File: src/rtl/rc4sc_pkg.sv
// rc4sc_pkg: shared types and constants for the rc4 stream cipher unit
// controller state encoding, command and status structs
// no dependencies
package rc4sc_pkg;

	localparam int BYTE_W     = 8;
	localparam int PERM_DEPTH = 256;
	localparam int PERM_AW    = 8;

	typedef enum logic [2:0] {
		ST_IDLE,
		ST_KS_RD,
		ST_KS_J,
		ST_KS_WK,
		ST_KS_WJ,
		ST_EC_J,
		ST_EC_WI,
		ST_EC_OUT
	} state_t;

	// one bit per datapath action; a state may raise more than one of them
	typedef struct packed {
		logic key_wr;
		logic sched_init;
		logic ks_rd;
		logic ks_upd_j;
		logic ks_wr_k;
		logic ks_wr_j;
		logic sched_end;
		logic ec_start;
		logic ec_upd_j;
		logic ec_wr_i;
		logic ec_wr_j;
		logic ec_out;
	} cmd_t;

	typedef struct packed {
		logic k_last;
		logic out_free;
	} sts_t;

endpackage

File: src/rtl/rc4sc_ctrl.sv
// rc4sc_ctrl: sequencer for key loading, key schedule and keystream steps
// depends on rc4sc_pkg (state_t, cmd_t, sts_t)
module rc4sc_ctrl (
	input  logic            clk,
	input  logic            arst_n,
	input  logic            s_tvalid,
	output logic            s_tready,
	input  logic            s_tlast,
	input  logic            s_tuser,
	input  rc4sc_pkg::sts_t sts,
	output rc4sc_pkg::cmd_t cmd
);
	import rc4sc_pkg::*;

	state_t state_q, state_d;

	always_ff @(posedge clk or negedge arst_n) begin
		if (!arst_n) begin
			state_q <= ST_IDLE;
		end else begin
			state_q <= state_d;
		end
	end

	always_comb begin
		state_d  = state_q;
		cmd      = '0;
		s_tready = 1'b0;
		unique case (state_q)
			ST_IDLE: begin
				s_tready = 1'b1;
				if (s_tvalid) begin
					if (s_tuser) begin
						cmd.ec_start = 1'b1;
						state_d      = ST_EC_J;
					end else begin
						cmd.key_wr = 1'b1;
						if (s_tlast) begin
							cmd.sched_init = 1'b1;
							state_d        = ST_KS_RD;
						end
					end
				end
			end
			ST_KS_RD: begin
				cmd.ks_rd = 1'b1;
				state_d   = ST_KS_J;
			end
			ST_KS_J: begin
				cmd.ks_upd_j = 1'b1;
				state_d      = ST_KS_WK;
			end
			ST_KS_WK: begin
				cmd.ks_wr_k = 1'b1;
				state_d     = ST_KS_WJ;
			end
			ST_KS_WJ: begin
				cmd.ks_wr_j = 1'b1;
				if (sts.k_last) begin
					cmd.sched_end = 1'b1;
					state_d       = ST_IDLE;
				end else begin
					state_d = ST_KS_RD;
				end
			end
			ST_EC_J: begin
				cmd.ec_upd_j = 1'b1;
				state_d      = ST_EC_WI;
			end
			ST_EC_WI: begin
				cmd.ec_wr_i = 1'b1;
				state_d     = ST_EC_OUT;
			end
			ST_EC_OUT: begin
				// holds here while the output register is still full
				cmd.ec_wr_j = 1'b1;
				if (sts.out_free) begin
					cmd.ec_out = 1'b1;
					state_d    = ST_IDLE;
				end
			end
			default: begin
				state_d = ST_IDLE;
			end
		endcase
	end

endmodule

File: config.mk
export PLATFORM = sky130hd
export DESIGN_NAME = rc4sc_ctrl
export DESIGN_NICKNAME = d
export VERILOG_FILES = /design/src/rtl/rc4sc_pkg.sv /design/src/rtl/rc4sc_ctrl.sv
export SDC_FILE = /design/constraint.sdc
export NUM_CORES = 1
export LEC_CHECK = 0
export BUFFER_PORTS_ARGS = -buffer_cell sky130_fd_sc_hd__buf_2
export CORE_AREA = 2 2 39 41
export CTS_CLUSTER_DIAMETER = 30
export CTS_CLUSTER_SIZE = 14
export DETAILED_ROUTE_END_ITERATION = 10
export DIE_AREA = 0 0 41 43
export PLACE_DENSITY = 0.54
export SYNTH_ARGS = -nofsm -noshare
export SYNTH_HDL_FRONTEND = slang
export SYNTH_SLANG_ARGS = --single-unit
File: constraint.sdc
create_clock -name clk -period 1.7 [get_ports clk]
set_input_delay 0.34 -clock clk [delete_from_list [all_inputs] [get_ports clk]]
set_output_delay 0.34 -clock clk [all_outputs]
set_load 0.1 [all_outputs]
==> After elaboration in Yosys (flattened, before gate mapping) <==
Index checks and enable logic that the tools add are counted.
{ "totals": {"reg_bits": 3, "inputBits": 7, "output_inout_bits": 13, "word_cells": 36} }
{ "op_classes": {"n_eq_ne": 10, "mux": 23, "reduce_logical": 2} }
{ "op_table": {"columns": ["op", "n"], "rows": [
  ["3-bit one-hot mux with 8 select lines", 1],
  ["1-bit two-way mux", 13],
  ["3-bit equality test, second input constant", 4],
  ["3-bit two-way mux", 4],
  ["2-bit two-way mux", 5],
  ["3-bit by 2-bit equality test with 1-bit output, second input constant", 2],
  ["2-bit != test, second input constant", 2],
  ["3-bit by 1-bit equality test with 1-bit output, second input constant", 1],
  ["3-bit logical NOT", 1],
  ["3-bit != test, second input constant", 1],
  ["3-bit AND reduction", 1]
]} }

==> Logic depth before layout (Yosys ltp) <==
Gate-level depths: netlist of run 1.
{ "logic_depth": {"ltp_word": 4, "ltp_mapped": 4, "depth_no_buf": 3} }

==> Worst setup path before layout of run 1 <==
OpenSTA, ideal clock, no wires.
{ "synth_path": {"kind": "flip-flop to output port", "start": "reg state_q[0]", "end": "out cmd[10] (netlist bit)", "arrival_time_ps": 3577, "required_time_ps": 1360, "setup_slack_ps": -2217, "path_stages_with_launch": 5, "path_buffers": 1, "cell_sequence": "dfrtp_1 > buf_6 > nor3_4 > nor3b_2 > and2_1"} }
{ "synth_lines": {"columns": ["element", "line", "source"], "rows": [
  ["start, declared", "rc4sc_ctrl.sv:15", "state_t state_q, state_d;"],
  ["start signal, assigned", "rc4sc_ctrl.sv:21", "state_q <= state_d;"],
  ["end, declared", "rc4sc_ctrl.sv:11", "output rc4sc_pkg::cmd_t cmd"]
]} }

==> summary.md, run 1 <==
| Metric | Value |
|---|---|
| Status | `finished, violations left` |
| Violated checks | `negative setup slack` |
| Post-route DRC | `0` |
| Crit-path slowest cell | `dfrtp_2` |
| Number of max-cap violations | `0` |
| Drt first pass iters | `4` |
| PortBufs | `19` |
| Worst-path maximum fanout | `3` |
| Clock Tree Buf Depth | `2` |
| Final nets | `68` |
| Worst Hold Path EP | `state_q[0]` |
| Root buf cell | `clkbuf_4` |
| Final min period | `1.76 ns` |
| Slew Limit Headroom | `84.7%` |
| Max reg flops | `3` |
| Crit Path Class | `reg2out` |
| Reg-to-reg endpoint | `state_q[2]` |
| ANT cells | `0` |
| DPL Wire Length | `632 µm` |
| Critical path's largest stage delay | `0.43 ns` |
| Clk Latency, worst-skew pair | `0.24 ns` |
| Fraction of the yosys area taken by sequential cells | `28.0%` |
| Clk sink count | `3` |
| WL per Instance | `11.4 µm` |
| Global-route wire length before repair | `1300 µm` |
| Cell type with the largest total area after synthesis | `dfrtp_1` |
| Critical path capture point type | `output pin` |
| WP data required | `1.36 ns` |
| R2r setup slk | `0.52 ns` |
| Hold Path Depth | `3` |
| Post-route ant nets | `0` |
| Clk slew on worst S/H paths | `0.04 ns` |
| Mapped Area | `268 µm²` |
| CTS tree | `yes` |
| Skew final | `0.00358 ns` |
| Via density | `4.57` |
| Largest delay share family, worst path | `simple AND/OR/NAND/NOR gates` |
| Hold path start | `sts[1]` |
| Synth unique cells | `19` |
| Layout cells sized above 1 | `78.3%` |
| Final setup violation count | `3` |
| Initial antenna violation count | `0` |
| Registers with the most flip-flops | `state_q x3` |
| Synth warn | `0` |
| H-tree Lvls | `1` |
| Finished Core Util | `51.5%` |
| Hold Crit Class | `in2reg` |
| Final Hold Viols | `0` |
| WL final | `867 µm` |
| Period utilization | `103%` |
| Std-Cell Rows | `14` |
| Setup ws final | `-0.0582 ns` |
| Max frequency | `0.569 GHz` |
| Crit-path cells | `nor3_4 > nor3b_4 > and2_4 > buf_12` |
| Unrepaired setup endpoints after global routing | `true` |
| Gate Count Post-Synth | `31` |
| Yosys top cell area share | `28.0%` |
| Design Area, Final | `713 µm²` |
| Crit path buffers/inverters | `1` |
| Initial detailed-routing violation count | `4` |
| Area grow syn2layout | `166%` |
| Reg2reg path depth | `4` |
| Total grt overflow | `0` |
| Core Box Area | `1380 µm²` |
| Max-slew violation count | `0` |
| CTS buffer count | `3` |
| Filler cell count | `128` |
| Largest net degree at the start of global routing | `9` |
| Synthesized flop and latch total | `3` |
| Die Height | `43 µm` |
| Via count | `347` |
| Top cells by area, synth | `dfrtp_1, and2_1, and3_1` |
| Critical Path Start Type | `flip-flop` |
| Reg with most FFs | `state_q` |
| Die ar. | `1760 µm²` |
| Synth Area per Inst | `8.64 µm²` |
| R2R Path Start | `state_q[0]` |
| Vias in the first global route | `302` |
| Die width | `41 µm` |
| Measured slew at the worst slew-check pin | `0.228 ns` |
| Gr usage total | `11.0%` |
| Initial Util | `19.3%` |
| DP Area | `627 µm²` |
| Syn Nets | `38` |
| Data arrival, critical path | `1.42 ns` |
| # IOs | `20` |
| Placer Congestion | `0.792` |
==> tightest hold or removal path: stages <==
cell and delay, ns:
buf_2 0.09, o22ai_1 0.07, o2bb2ai_1 0.12
==> layer usage <==
layer	wire [µm]	track usage, %	vias to the layer above
met2	476	16.6	14
li1	-	-	170
met3	46	0.524	2
met4	23	8.00	0
met1	320	14.0	161
met5	0	0	-
==> cell type report <==
| class | count | area, µm² | share of cell area (%) |
|---|---|---|---|
| flip-flops and latches | 3 | 78.8 | 11.1 |
| inverters | 2 | 7.51 | 1.05 |
| clock buffers | 4 | 26.3 | 3.68 |
| repair buffers | 27 | 357 | 50.0 |
| multi-input cells | 24 | 224 | 31.4 |
| well taps | 16 | 20.0 | 2.81 |
==> cells in the final DEF, fill, tap and decap left out <==
cell	instances
nor3_2	1
and3_2	3
dlygate4sd3_1	1
a21o_1	1
nor2_2	1
nor2_1	1
buf_12	13
nand2b_1	1
a21oi_1	2
clkbuf_4	3
buf_6	1
nor2b_4	1
buf_2	6
o2bb2ai_1	1
dfrtp_2	3
nor3b_4	2
clkbuf_1	1
o31a_1	1
a311oi_1	1
nor3b_2	1
and2_4	3
and2_2	1
o22ai_1	1
and3_4	1
nor3_4	1
buf_4	6
inv_1	2
==> cell usage after synthesis (all sizes together) <==
cell / n
nor2: 2
nor2b: 1
a21o: 1
and3: 4
o22ai: 1
buf: 2
dfrtp: 3
o2bb2ai: 1
o31a: 1
inv: 2
nand2b: 1
a311oi: 1
nor3b: 3
and2: 4
nor3: 2
a21oi: 2
==> cell families after synthesis <==
group,count (synthesis),synth area share [%]
AOI/OAI and AO/OA,7,18.7
buffers and inverters,4,8.88
DFF,3,28.0
and+or+nand+nor,17,44.4
==> how the worst max path moves through the flow <==
stage,startpoint,endpoint,slack (ns),depth (start not counted)
after floorplan,state_q[0],cmd[10],-1.43,4
after global placement,state_q[2],cmd[0],0.15,4
after detailed placement,state_q[0],cmd[10],0.11,4
after CTS,state_q[2],cmd[10],-0.06,4
after global routing,state_q[0],cmd[10],-0.13,4
final,state_q[0],cmd[10],-0.06,4
==> repair_timing <==
item / 4_1_cts / 5_1_grt
gates resized for setup: 4 / 5
hold endpoints to repair: 3 / 0
pin swaps: 1 / 1
hold buffers: 1 / 0
cloned: 0 / 0
buffers inserted: 3 / 0
endpoints found under the setup margin: 9 / 10
==> stage by stage <==
step	worst slack [ns]	std cells	setup TNS (ns)	hold slack [ns]
final	-0.0582	76	-0.118	0.410
after global routing	-0.132	76	-0.352	0.414
after CTS	-0.0597	76	-0.159	0.408
after detailed placement	0.112	68	0	0.137
after global placement	0.153	68	0	0.139
after floorplan	-1.43	31	-5.35	0.0444
Power of run 1 is left out: the tool's default activity adds up to more than one toggle a clock period on the data nets, which glitch-free logic cannot reach.
==> inputs of run 2 (changes only) <==
- CORE_AREA: 2 2 39 41 -> 5 5 42 44
- DIE_AREA: 0 0 41 43 -> 0 0 47 49
==> run 2 against run 1 <==
Compared with the run above:
- the flow still finishes with violations (negative setup slack)
- die area up 31%
- global-route usage down 2.2 points
- flip-flop and latch count unchanged
- critical path depth unchanged
- critical endpoint unchanged
- setup slack better by 0.024 ns
- final cell count unchanged
- cell area down 1.8%
- wire length down 0.12%
==> summary.md, run 2 (same netlist as run 1, synthesis figures left out) <==
| Metric | Value |
|---|---|
| Core Box Area | `1400 µm² (was 1380 µm²)` |
| Clk slew on worst S/H paths | `0.03 ns (was 0.04 ns)` |
| Final setup violation count | `2 (was 3)` |
| ANT cells | `0 (unchanged)` |
| Std-Cell Rows | `14 (unchanged)` |
| WL final | `866 µm (was 867 µm)` |
| R2r setup slk | `0.47 ns (was 0.52 ns)` |
| Filler cell count | `130 (was 128)` |
| Skew final | `0.000269 ns (was 0.00358 ns)` |
| Largest net degree at the start of global routing | `10 (was 9)` |
| Initial detailed-routing violation count | `2 (was 4)` |
| Die Height | `49 µm (was 43 µm)` |
| Clk Latency, worst-skew pair | `0.23 ns (was 0.24 ns)` |
| Reg-to-reg endpoint | `state_q[0] (was state_q[2])` |
| Post-route ant nets | `0 (unchanged)` |
| Clk sink count | `3 (unchanged)` |
| CTS buffer count | `3 (unchanged)` |
| PortBufs | `19 (unchanged)` |
| Critical Path Start Type | `flip-flop (unchanged)` |
| CTS tree | `yes (unchanged)` |
| Via density | `4.51 (was 4.57)` |
| Reg2reg path depth | `4 (unchanged)` |
| Final Hold Viols | `0 (unchanged)` |
| Clock Tree Buf Depth | `2 (unchanged)` |
| # IOs | `20 (unchanged)` |
| Worst-path maximum fanout | `4 (was 3)` |
| Global-route wire length before repair | `1360 µm (was 1300 µm)` |
| Via count | `343 (was 347)` |
| R2R Path Start | `state_q[2] (was state_q[0])` |
| Design Area, Final | `701 µm² (was 713 µm²)` |
| Max reg flops | `3 (unchanged)` |
| Vias in the first global route | `318 (was 302)` |
| Critical path capture point type | `output pin (unchanged)` |
| Unrepaired setup endpoints after global routing | `true (unchanged)` |
| WP data required | `1.36 ns (about the same)` |
| Die width | `47 µm (was 41 µm)` |
| WL per Instance | `11.4 µm (about the same)` |
| Placer Congestion | `0.662 (was 0.792)` |
| Max frequency | `0.577 GHz (was 0.569 GHz)` |
| Die ar. | `2300 µm² (was 1760 µm²)` |
| Reg with most FFs | `state_q (unchanged)` |
| Data arrival, critical path | `1.39 ns (was 1.42 ns)` |
| Hold Path Depth | `3 (unchanged)` |
| Measured slew at the worst slew-check pin | `0.271 ns (was 0.228 ns)` |
| Area grow syn2layout | `162% (was 166%)` |
| DPL Wire Length | `646 µm (was 632 µm)` |
| Period utilization | `102% (was 103%)` |
| Slew Limit Headroom | `81.8% (was 84.7%)` |
| Commonest non-fill, non-tap cell in the layout | `buf_12 (unchanged)` |
| Hold Crit Class | `in2reg (unchanged)` |
| Commonest non-fill, non-tap cells in the layout | `buf_12, buf_4, buf_2 (was buf_12, buf_2, buf_4)` |
| Max-slew violation count | `0 (unchanged)` |
| H-tree Lvls | `1 (unchanged)` |
| Post-route DRC | `0 (unchanged)` |
| Setup crit start | `state_q[0] (unchanged)` |
| Root buf cell | `clkbuf_4 (unchanged)` |
| Gr usage total | `8.76% (was 11.0%)` |
| Setup ws final | `-0.0338 ns (was -0.0582 ns)` |
| Initial Util | `19.1% (was 19.3%)` |
| Drt first pass iters | `2 (was 4)` |
| Final min period | `1.73 ns (was 1.76 ns)` |
| Crit Path Class | `reg2out (unchanged)` |
| Violated checks | `negative setup slack (unchanged)` |
| DP Area | `619 µm² (was 627 µm²)` |
| CP endpoint | `cmd[10] (unchanged)` |
| Total grt overflow | `0 (unchanged)` |
| Final nets | `68 (unchanged)` |
| Status | `finished, violations left (unchanged)` |
| Initial antenna violation count | `0 (unchanged)` |
| Number of max-cap violations | `0 (unchanged)` |
| Layout cells sized above 1 | `76.7% (was 78.3%)` |
| Registers with the most flip-flops | `state_q x3 (unchanged)` |
run 2: cell counts in the layout (fill, tap and decap cells not counted):
No cell type changed its count.
run 2: layout make-up:
class / instances / area [µm²] / area share, %
clock buffer: 4 / 26.3 / 3.75
inverter: 2 / 7.51 / 1.07
multi-input combinational: 24 / 215 / 30.7
timing repair buffer: 27 / 353 / 50.4
sequential: 3 / 78.8 / 11.2
tap: 16 / 20.0 / 2.86
run 2: worst min-delay path by stage:
stage	from	endpoint	slack, ns
floorplan	arst_n	state_q[0]	0.04
global placement	arst_n	state_q[1]	0.14
detailed placement	arst_n	state_q[1]	0.14
CTS	sts[0]	state_q[1]	0.42
global route	sts[0]	state_q[2]	0.44
finish	sts[0]	state_q[1]	0.43
run 2: routing by layer:
| metal | routed length (µm) | up-vias | GRT usage (%) |
|---|---|---|---|
| met5 | 0 | - | 0 |
| met4 | 13 | 0 | 8.29 |
| met3 | 72 | 2 | 2.95 |
| met2 | 451 | 13 | 13.6 |
| met1 | 328 | 156 | 8.43 |
| li1 | - | 172 | - |
run 2: critical path: stages (launching register included):
cell and delay [ns]:
dfrtp_2 0.43, nor3_4 0.18, nor3b_4 0.21, and2_4 0.18, buf_12 0.16
run 2: metrics by stage:
| step | TNS (ns) | worst slack (ns) | utilization [%] | instances | hold WS, ns |
|---|---|---|---|---|---|
| after floorplan | -5.35 | -1.43 | - | 31 | 0.0444 |
| after global placement | 0 | 0.144 | 44.2 | 67 | 0.138 |
| after detailed placement | 0 | 0.102 | 44.2 | 67 | 0.140 |
| after CTS | -0.114 | -0.0433 | 49.5 | 76 | 0.420 |
| after global routing | -0.322 | -0.106 | 50.0 | 76 | 0.435 |
| final | -0.0377 | -0.0338 | 50.0 | 76 | 0.432 |
run 2: repair_timing:
action / CTS / global route
endpoints found under the hold margin: 3 / 0
resized for setup: 3 / 3
setup endpoints to repair: 8 / 10
buffers inserted: 4 / 0
pin swaps: 2 / 1
hold buffers: 1 / 0
Power of run 2 is left out for the same reason.
