File: config.mk
export PLATFORM = sky130hd
export DESIGN_NAME = rc4sc_datapath
export DESIGN_NICKNAME = d
export VERILOG_FILES = /design/src/rtl/rc4sc_pkg.sv /design/src/rtl/rc4sc_datapath.sv
export SDC_FILE = /design/constraint.sdc
export NUM_CORES = 2
export LEC_CHECK = 0
export BUFFER_PORTS_ARGS = -buffer_cell sky130_fd_sc_hd__buf_2
export CORE_MARGIN = 8
export CORE_UTILIZATION = 25
export DETAILED_ROUTE_END_ITERATION = 8
export SETUP_SLACK_MARGIN = 0.1
export SYNTH_ARGS = -nofsm -noshare
export SYNTH_HDL_FRONTEND = slang
export SYNTH_SLANG_ARGS = --single-unit
File: constraint.sdc
create_clock -name clk -period 28.4 [get_ports clk]
set_clock_uncertainty 0.05 [all_clocks]
set_input_delay 1.42 -clock clk [delete_from_list [all_inputs] [get_ports clk]]
set_output_delay 1.42 -clock clk [all_outputs]
set_load 0.01 [all_outputs]
File: src/rtl/rc4sc_pkg.sv
// rc4sc_pkg: shared types and constants for the rc4 stream cipher unit
// controller state encoding, command and status structs
// no dependencies
package rc4sc_pkg;

	localparam int BYTE_W     = 8;
	localparam int PERM_DEPTH = 256;
	localparam int PERM_AW    = 8;

	typedef enum logic [2:0] {
		ST_IDLE,
		ST_KS_RD,
		ST_KS_J,
		ST_KS_WK,
		ST_KS_WJ,
		ST_EC_J,
		ST_EC_WI,
		ST_EC_OUT
	} state_t;

	// one bit per datapath action; a state may raise more than one of them
	typedef struct packed {
		logic key_wr;
		logic sched_init;
		logic ks_rd;
		logic ks_upd_j;
		logic ks_wr_k;
		logic ks_wr_j;
		logic sched_end;
		logic ec_start;
		logic ec_upd_j;
		logic ec_wr_i;
		logic ec_wr_j;
		logic ec_out;
	} cmd_t;

	typedef struct packed {
		logic k_last;
		logic out_free;
	} sts_t;

endpackage

File: src/rtl/rc4sc_datapath.sv
// rc4sc_datapath: s-box and key store memories, indices, output register
// depends on rc4sc_pkg (cmd_t, sts_t, widths)
module rc4sc_datapath #(
	parameter int MAX_KEY_BYTES = 256
) (
	input  logic                          clk,
	input  logic                          arst_n,
	input  rc4sc_pkg::cmd_t               cmd,
	input  logic [rc4sc_pkg::BYTE_W-1:0]  in_byte,
	input  logic                          m_tready,
	output logic                          m_tvalid,
	output logic [rc4sc_pkg::BYTE_W-1:0]  m_tdata,
	output rc4sc_pkg::sts_t               sts
);
	import rc4sc_pkg::*;

	localparam int CNT_W  = $clog2(MAX_KEY_BYTES + 1);
	localparam int KIDX_W = (MAX_KEY_BYTES > 1) ? $clog2(MAX_KEY_BYTES) : 1;

	// s-box memory, an entry without its valid bit reads as its own index
	logic [BYTE_W-1:0]     perm_mem [PERM_DEPTH];
	logic [PERM_DEPTH-1:0] pvld_q;
	logic [BYTE_W-1:0]     prd_q;
	logic                  prd_vld_q;
	logic [PERM_AW-1:0]    prd_addr_q;
	logic [BYTE_W-1:0]     perm_rd;

	logic [BYTE_W-1:0]     key_mem [MAX_KEY_BYTES];
	logic [BYTE_W-1:0]     krd_q;

	logic [CNT_W-1:0]      key_cnt_q;
	logic [KIDX_W-1:0]     kk_q;
	logic [PERM_AW-1:0]    k_q;
	logic [PERM_AW-1:0]    i_q;
	logic [PERM_AW-1:0]    j_q;
	logic [BYTE_W-1:0]     si_q;
	logic [BYTE_W-1:0]     sj_q;
	logic [BYTE_W-1:0]     text_q;
	logic                  t_i_q;
	logic                  t_j_q;
	logic [BYTE_W-1:0]     out_q;
	logic                  out_vld_q;

	logic                  pr_en;
	logic [PERM_AW-1:0]    pr_addr;
	logic                  pw_en;
	logic [PERM_AW-1:0]    pw_addr;
	logic [BYTE_W-1:0]     pw_data;
	logic [PERM_AW-1:0]    j_ks;
	logic [PERM_AW-1:0]    j_ec;
	logic [PERM_AW-1:0]    t_idx;
	logic [CNT_W-1:0]      kk_inc;
	logic                  kk_wrap;
	logic                  key_room;
	logic [BYTE_W-1:0]     ks_byte;

	assign perm_rd  = prd_vld_q ? prd_q : prd_addr_q;
	assign j_ks     = j_q + perm_rd + krd_q;
	assign j_ec     = j_q + perm_rd;
	assign t_idx    = si_q + perm_rd;
	assign kk_inc   = CNT_W'(kk_q) + CNT_W'(1);
	assign kk_wrap  = (kk_inc == key_cnt_q);
	assign key_room = (key_cnt_q < CNT_W'(MAX_KEY_BYTES));

	// swap already applied for the slots just exchanged
	assign ks_byte = t_j_q ? si_q : (t_i_q ? sj_q : perm_rd);

	assign pr_en = cmd.ks_rd | cmd.ks_upd_j | cmd.ec_start | cmd.ec_upd_j | cmd.ec_wr_i;
	assign pw_en = cmd.ks_wr_k | cmd.ks_wr_j | cmd.ec_wr_i | cmd.ec_wr_j;

	always_comb begin
		pr_addr = '0;
		if (cmd.ks_rd) begin
			pr_addr = k_q;
		end else if (cmd.ks_upd_j) begin
			pr_addr = j_ks;
		end else if (cmd.ec_start) begin
			pr_addr = i_q + PERM_AW'(1);
		end else if (cmd.ec_upd_j) begin
			pr_addr = j_ec;
		end else if (cmd.ec_wr_i) begin
			pr_addr = t_idx;
		end
	end

	always_comb begin
		pw_addr = '0;
		pw_data = '0;
		if (cmd.ks_wr_k) begin
			pw_addr = k_q;
			pw_data = perm_rd;
		end else if (cmd.ec_wr_i) begin
			pw_addr = i_q;
			pw_data = perm_rd;
		end else if (cmd.ks_wr_j || cmd.ec_wr_j) begin
			pw_addr = j_q;
			pw_data = si_q;
		end
	end

	always_ff @(posedge clk) begin
		if (pw_en) begin
			perm_mem[pw_addr] <= pw_data;
		end
		if (pr_en) begin
			prd_q      <= perm_mem[pr_addr];
			prd_vld_q  <= pvld_q[pr_addr];
			prd_addr_q <= pr_addr;
		end
	end

	always_ff @(posedge clk) begin
		if (cmd.key_wr && key_room) begin
			key_mem[key_cnt_q[KIDX_W-1:0]] <= in_byte;
		end
		if (cmd.ks_rd) begin
			krd_q <= key_mem[kk_q];
		end
	end

	always_ff @(posedge clk or negedge arst_n) begin
		if (!arst_n) begin
			pvld_q <= '0;
		end else if (cmd.sched_init) begin
			pvld_q <= '0;
		end else if (pw_en) begin
			pvld_q[pw_addr] <= 1'b1;
		end
	end

	always_ff @(posedge clk or negedge arst_n) begin
		if (!arst_n) begin
			key_cnt_q <= '0;
			i_q       <= '0;
			j_q       <= '0;
		end else begin
			if (cmd.key_wr && key_room) begin
				key_cnt_q <= key_cnt_q + CNT_W'(1);
			end
			if (cmd.sched_init) begin
				j_q <= '0;
			end
			if (cmd.ks_upd_j) begin
				j_q <= j_ks;
			end
			if (cmd.ec_start) begin
				i_q <= i_q + PERM_AW'(1);
			end
			if (cmd.ec_upd_j) begin
				j_q <= j_ec;
			end
			if (cmd.sched_end) begin
				key_cnt_q <= '0;
				i_q       <= '0;
				j_q       <= '0;
			end
		end
	end

	// schedule loop indices and per-step holding registers
	always_ff @(posedge clk) begin
		if (cmd.sched_init) begin
			k_q  <= '0;
			kk_q <= '0;
		end
		if (cmd.ks_wr_j) begin
			k_q  <= k_q + PERM_AW'(1);
			kk_q <= kk_wrap ? '0 : kk_inc[KIDX_W-1:0];
		end
		if (cmd.ks_upd_j || cmd.ec_upd_j) begin
			si_q <= perm_rd;
		end
		if (cmd.ec_start) begin
			text_q <= in_byte;
		end
		if (cmd.ec_wr_i) begin
			sj_q  <= perm_rd;
			t_i_q <= (t_idx == i_q);
			t_j_q <= (t_idx == j_q);
		end
		if (cmd.ec_out) begin
			out_q <= text_q ^ ks_byte;
		end
	end

	always_ff @(posedge clk or negedge arst_n) begin
		if (!arst_n) begin
			out_vld_q <= 1'b0;
		end else if (cmd.ec_out) begin
			out_vld_q <= 1'b1;
		end else if (m_tready) begin
			out_vld_q <= 1'b0;
		end
	end

	assign m_tvalid     = out_vld_q;
	assign m_tdata      = out_q;
	assign sts.k_last   = (k_q == PERM_AW'(PERM_DEPTH - 1));
	assign sts.out_free = !out_vld_q || m_tready;

endmodule
-- Word-level counts from Yosys, hierarchy flattened
Memory sizes are Yosys's and may differ from the RTL's. A register that Yosys moved wholly into a read port is not among the register bits.
Cells that the tools add are included.
- add/subtract/negate cells: 7
- order comparisons: 4
- equality and inequality tests: 4
- muxes and demuxes: 37
- bitwise gates (word level): 9
- reduce and logical (&&, ||, !) cells: 12
- operators by type and width (kind ; count):
    $mux 256 ; 2
    $or 256x256->256 ; 1
    $mux 8 ; 23
    $add 8x8->8 ; 3
    $lt 8x9->1 const B ; 2
    $mux 9 ; 2
    $add 8x1->8 const B ; 2
    $eq 8x8->1 ; 2
    $reduce_bool 2->1 ; 5
    $add 8x1->9 const B ; 1
    $add 9x1->9 const B ; 1
    $eq 9x9->1 ; 1
    $lt 9x9->1 const B ; 1
    $bmux 1 s8 ; 1
    $demux 1 s8 ; 1
    $eq 8x8->1 const B ; 1
    $ge 8x1->1 const B ; 1
    $mux 1 ; 8
    $xor 8x8->8 ; 1
    $or 1x1->1 ; 7
    $reduce_bool 4->1 ; 1
    $logic_or 1x1->1 ; 3
    $logic_and 1x1->1 ; 2
    $logic_not 1->1 ; 1
- register bits after elaboration: 341
- RAM bits: 4096
- bits of input ports: 23
- output and inout bits: 11
- logic and storage cells: 90
- memories: 2
- memories (name ; words ; bits a word ; rd ports ; clocked after memory_dff ; wr ports ; RTL line ; text):
    key_mem ; 256 ; 8 ; 1 ; 1 ; 1 ; rc4sc_datapath.sv:28 ; logic [BYTE_W-1:0] key_mem [MAX_KEY_BYTES];
    perm_mem ; 256 ; 8 ; 1 ; 1 ; 1 ; rc4sc_datapath.sv:21 ; logic [BYTE_W-1:0] perm_mem [PERM_DEPTH];

-- Depth between registers and ports, before layout
- depth after elaboration: 11
- gate-level depth with buffers: 22
- mapped depth without buffers: 17

-- Worst setup path after synthesis
OpenSTA, ideal clock, no wires.
- path kind: input -> register
- start point: in cmd[2] (netlist name)
- end point: mem perm_mem[0][1], data pin
- library setup time: 2187 ps
- data arrival time: 11696 ps
- required time: 26163 ps
- slack: 14467 ps
- stages on the path: 3
- buffers on the path: 1
- cells stage by stage: clkbuf_1 > nor2_1 > o21ai_0
- longest elaborated chain between the ends: 2
- ends and longest elaborated chain (item ; RTL line ; text):
    start: declaration ; rc4sc_datapath.sv:8 ; input rc4sc_pkg::cmd_t cmd,
    $mux 8 ; rc4sc_datapath.sv:92 ; end else if (cmd.ec_wr_i) begin
    $mux 8 ; rc4sc_datapath.sv:89 ; if (cmd.ks_wr_k) begin
    net pw_data[1] ; rc4sc_datapath.sv:48 ; logic [BYTE_W-1:0] pw_data;
    end: declaration ; rc4sc_datapath.sv:21 ;
The timed path passes the listed nets, and every way through them passes these cells.

-- Worst setup path after layout
- start point: reg prd_vld_q
- end point: reg prd_q[1] (read register of perm_mem), data pin
- longest elaborated chain between the ends: 7
- elaborated cells on any way between the ends: 9
- those cells by class: 3 x add/sub; 6 x mux
- ends and longest elaborated chain (item ; RTL line ; text):
    start: declaration ; rc4sc_datapath.sv:24 ; logic prd_vld_q;
    start signal: assignment ; rc4sc_datapath.sv:107 ; prd_vld_q <= pvld_q[pr_addr];
    $mux 8 (*) ; rc4sc_datapath.sv:57 ; assign perm_rd = prd_vld_q ? prd_q : prd_addr_q;
    net perm_rd[1] ; rc4sc_datapath.sv:26 ; logic [BYTE_W-1:0] perm_rd;
    branches (longest 4 deep; another with $add 8x8->8) ; - ;
    $mux 8 (*) ; rc4sc_datapath.sv:75 ; end else if (cmd.ks_upd_j) begin
    $mux 8 (*) ; rc4sc_datapath.sv:73 ; if (cmd.ks_rd) begin
    end: declaration ; rc4sc_datapath.sv:23 ; logic [BYTE_W-1:0] prd_q;
Mark *: on every way through the listed nets, which the timed path passes.
A chain may end at the register's enable or synchronous reset.

==> metrics.txt <==
initial antenna violation count=23; Setup violations, final=0; # rows=between 300 and 400; most common flop cell mapped by yosys=edfxtp_1; nets=11000; CP Max Fanout=74; Required @ worst endpoint=roughly 29 ns; worst setup path startpoint=prd_vld_q; setup ws final=19.71 ns; vias in the first global route=96300; Util after Layout=0.285; TritonCTS Buffers=416; CP top delay family=buffers and inverters; Synth Warn #=0; Vias/cell=~4.8; Core Area=708000 um2; fin area=202000 um2; dpl hpwl=279000 um; Worst Setup Path Type=flip-flop to flip-flop; sequential element share of the synthesized area=0.745; initial core utilization=0.251; Switching Share=0.326; Seq pwr share=0.432; drt pass-1 iters=6; IR Drop Worst-Case VDD=0.148 mV; status=complete, no violations; fin crit share=0.306; Psw=about 5.9 mW; Post-CTS Hold Fix Bufs=0; register-to-register setup slack=19.71 ns; startpoint types=flip-flop; post-CTS resize count=0; port buffer count=33; Slew @ Worst Pin=1.38 ns; maximum buffer depth of the clock tree=4; Max Cap Viol=0; slowest CP cell=mux2i_1; Slew HR=0.0787; Chip Width=859 um; Pins Over Slew Limit=0; number of synthesized flops with an enable pin=approximately 4200; H-tree depth=5; most frequent cells in the layout=edfxtp_1 (4171), nand2_1 (1337), nor2_1 (1096); clock share of power=0.308; Clock Pin Slew Worst Setup and Hold Paths=0.07 ns; CP arrival=9.49 ns; Ports=34; Post-Syn Nets=about 11000; LEAKAGE=63.8 nW; crit end category=flip-flop; Setup WS pre-CTS=about 20 ns; final hold slack=just under 0.4 ns; post-route ant nets=0; Final Hold Vio Count=0; Synth cell types=76; Post-CTS Setup Inserts=0; fin crit period=roughly 8.7 ns; internal power=12.2 mW; unrepaired setup endpoints after global routing=false; Comb pwr share=0.260; cell mode on critical path=buf_4; ys async rst share=0.0633; Mapped Cells=about 11000; WL/cell=around 23 um; Worst-Skew Late Latency=1.04 ns; Synth Area per Inst=16.1 um2; PD cells=89.6 nW/um2; commonest non-fill, non-tap cell in the layout=edfxtp_1; first-pass GRT wire length=694000 um; Area growth syn-to-layout=13.8%; Buf/Inv on CP=6; largest net degree at the start of global routing=188; die area=between 700000 and 800000 um2; synthesized area=177000 um2; worst min-delay path class=input port to async pin; share of layout cells above drive strength 1=0.132; # DRC=0; #FFs+latches synth=4453; CTS tree=yes; Setup TNS Final=0 ns; total number of vias=99100; DRT iter0 DRCs=11600; FF-to-FF Start=prd_vld_q; CTS root buffer=clkbuf_16; Max Clock Freq=about 0.12 GHz; global route overflow=0; die height=~860 um; gpl congestion=0.835; Area after DPL=189000 um2; final WL=480000 um; GRT Overall Usage=0.124; # clock sinks=4453; CP Cell Sequence=mux2i_1, inv_1, fa_1, xor2_1, ha_1, a21oi_1, nand2_1, xor2_1, a22o_1, nor2_4, buf_4, inv_8, buf_4, buf_4, buf_4, mux2i_1, a22oi_1, nand4_1, or3b_2, nand4_1; CP peak stage delay=0.70 ns
-- layer usage --
layer,global-route usage,share of wire,vias up,wire length (um)
met5,0,0.000027,-,13
met1,0.171,0.42,51600,201000
met3,0.0211,0.080,795,38400
met2,0.199,0.47,4154,225000
li1,-,-,42500,-
met4,0.0386,0.033,2,15800
-- Yosys cell counts, drive strengths merged (13+ instances only) --
cell type | count | area share
a211oi | 58 | 0.0025
a21oi | 489 | 0.014
a22oi | 30 | 0.0013
a311oi | 22 | 0.0011
a31oi | 47 | 0.0017
and2 | 14 | 0.00049
and3 | 68 | 0.0024
buf | 322 | 0.0085
clkbuf | 378 | 0.0080
dfrtp | 282 | 0.040
edfxtp | 4171 | 0.71
ha | 29 | 0.0020
inv | 27 | 0.00057
mux2i | 576 | 0.032
mux4 | 586 | 0.074
nand2 | 1366 | 0.029
nand3 | 526 | 0.015
nand4 | 55 | 0.0019
nor2 | 1102 | 0.023
nor2b | 17 | 0.00060
nor3 | 73 | 0.0022
o211ai | 20 | 0.00085
o21ai | 137 | 0.0039
o21ba | 14 | 0.00079
o221ai | 246 | 0.012
o22ai | 120 | 0.0043
or4 | 13 | 0.00055
xnor2 | 34 | 0.0017
xor2 | 42 | 0.0021
-- final cells by class --
type                            count  area [um2]
Inverter                           27         139
Timing Repair Buffer              215        1830
Clock buffer                      546       11300
Multi-Input combinational cell   5841       42400
Clock inverter                    226        2150
Fill cell                       70200      506000
Tap cell                         9485       11900
Antenna cell                        8        20.0
Sequential cell                  4453      132000
-- power groups by stage --
stage	registers, mW	logic (mW)	clock network, mW
floorplan	8.11	2.84	0
detailed placement	7.96	4.68	0
CTS	7.82	4.69	5.66
finish	7.82	4.70	5.58
global placement	7.96	4.65	0
global route	7.82	4.97	5.91
-- logic make-up (layout without fill, tap and decap cells) --
logic type               after synthesis  in the layout  synth area share
other                                  0              8                 0
AO/OA/AOI/OAI                       1269           1269            0.0463
flip-flops                          4453           4453             0.745
adder cells (fa/ha/maj)               32             32           0.00238
multiplexers                        1171           1171             0.107
XOR/XNOR                              76             76           0.00375
AND/OR/NAND/NOR                     3293           3293            0.0777
buffers and inverters                727           1014            0.0170
-- stage by stage --
stage | std cells | power [mW]
3_3_place_gp | 20000 | 12.6
3_5_place_dp | 20000 | 12.6
5_1_grt | 20800 | 18.7
6_report | 20800 | 18.1
4_1_cts | 20800 | 18.2
2_1_floorplan | 11000 | 11.0
-- worst reg2reg max path, delay by kind of cell (launching register included) --
family | cells | cell delay (ns)
adders and majority gates | 2 | 0.86
AOI/OAI and AO/OA | 3 | 0.84
and+or+nand+nor | 5 | 1.36
xor gates and xnor gates | 2 | 0.65
muxes | 2 | 0.89
DFF | 1 | 0.57
buffers and inverters | 6 | 3.25
-- worst paths after layout --
check,end,cells after the start
max,prd_q[1],20
min,pvld_q[184],1
max reg2reg,prd_q[1],20
min reg2reg,pvld_q[195],2
max in group asynchronous,m_tvalid,4
min in group clk,pvld_q[195],2
-- registers in the layout (all words and copies together) (netlist names), 9 cells and up --
name,flops
key_mem,2048
perm_mem,2048
pvld_q,256
key_cnt_q,9
No activity file was read; power rests on OpenSTA's default activity.
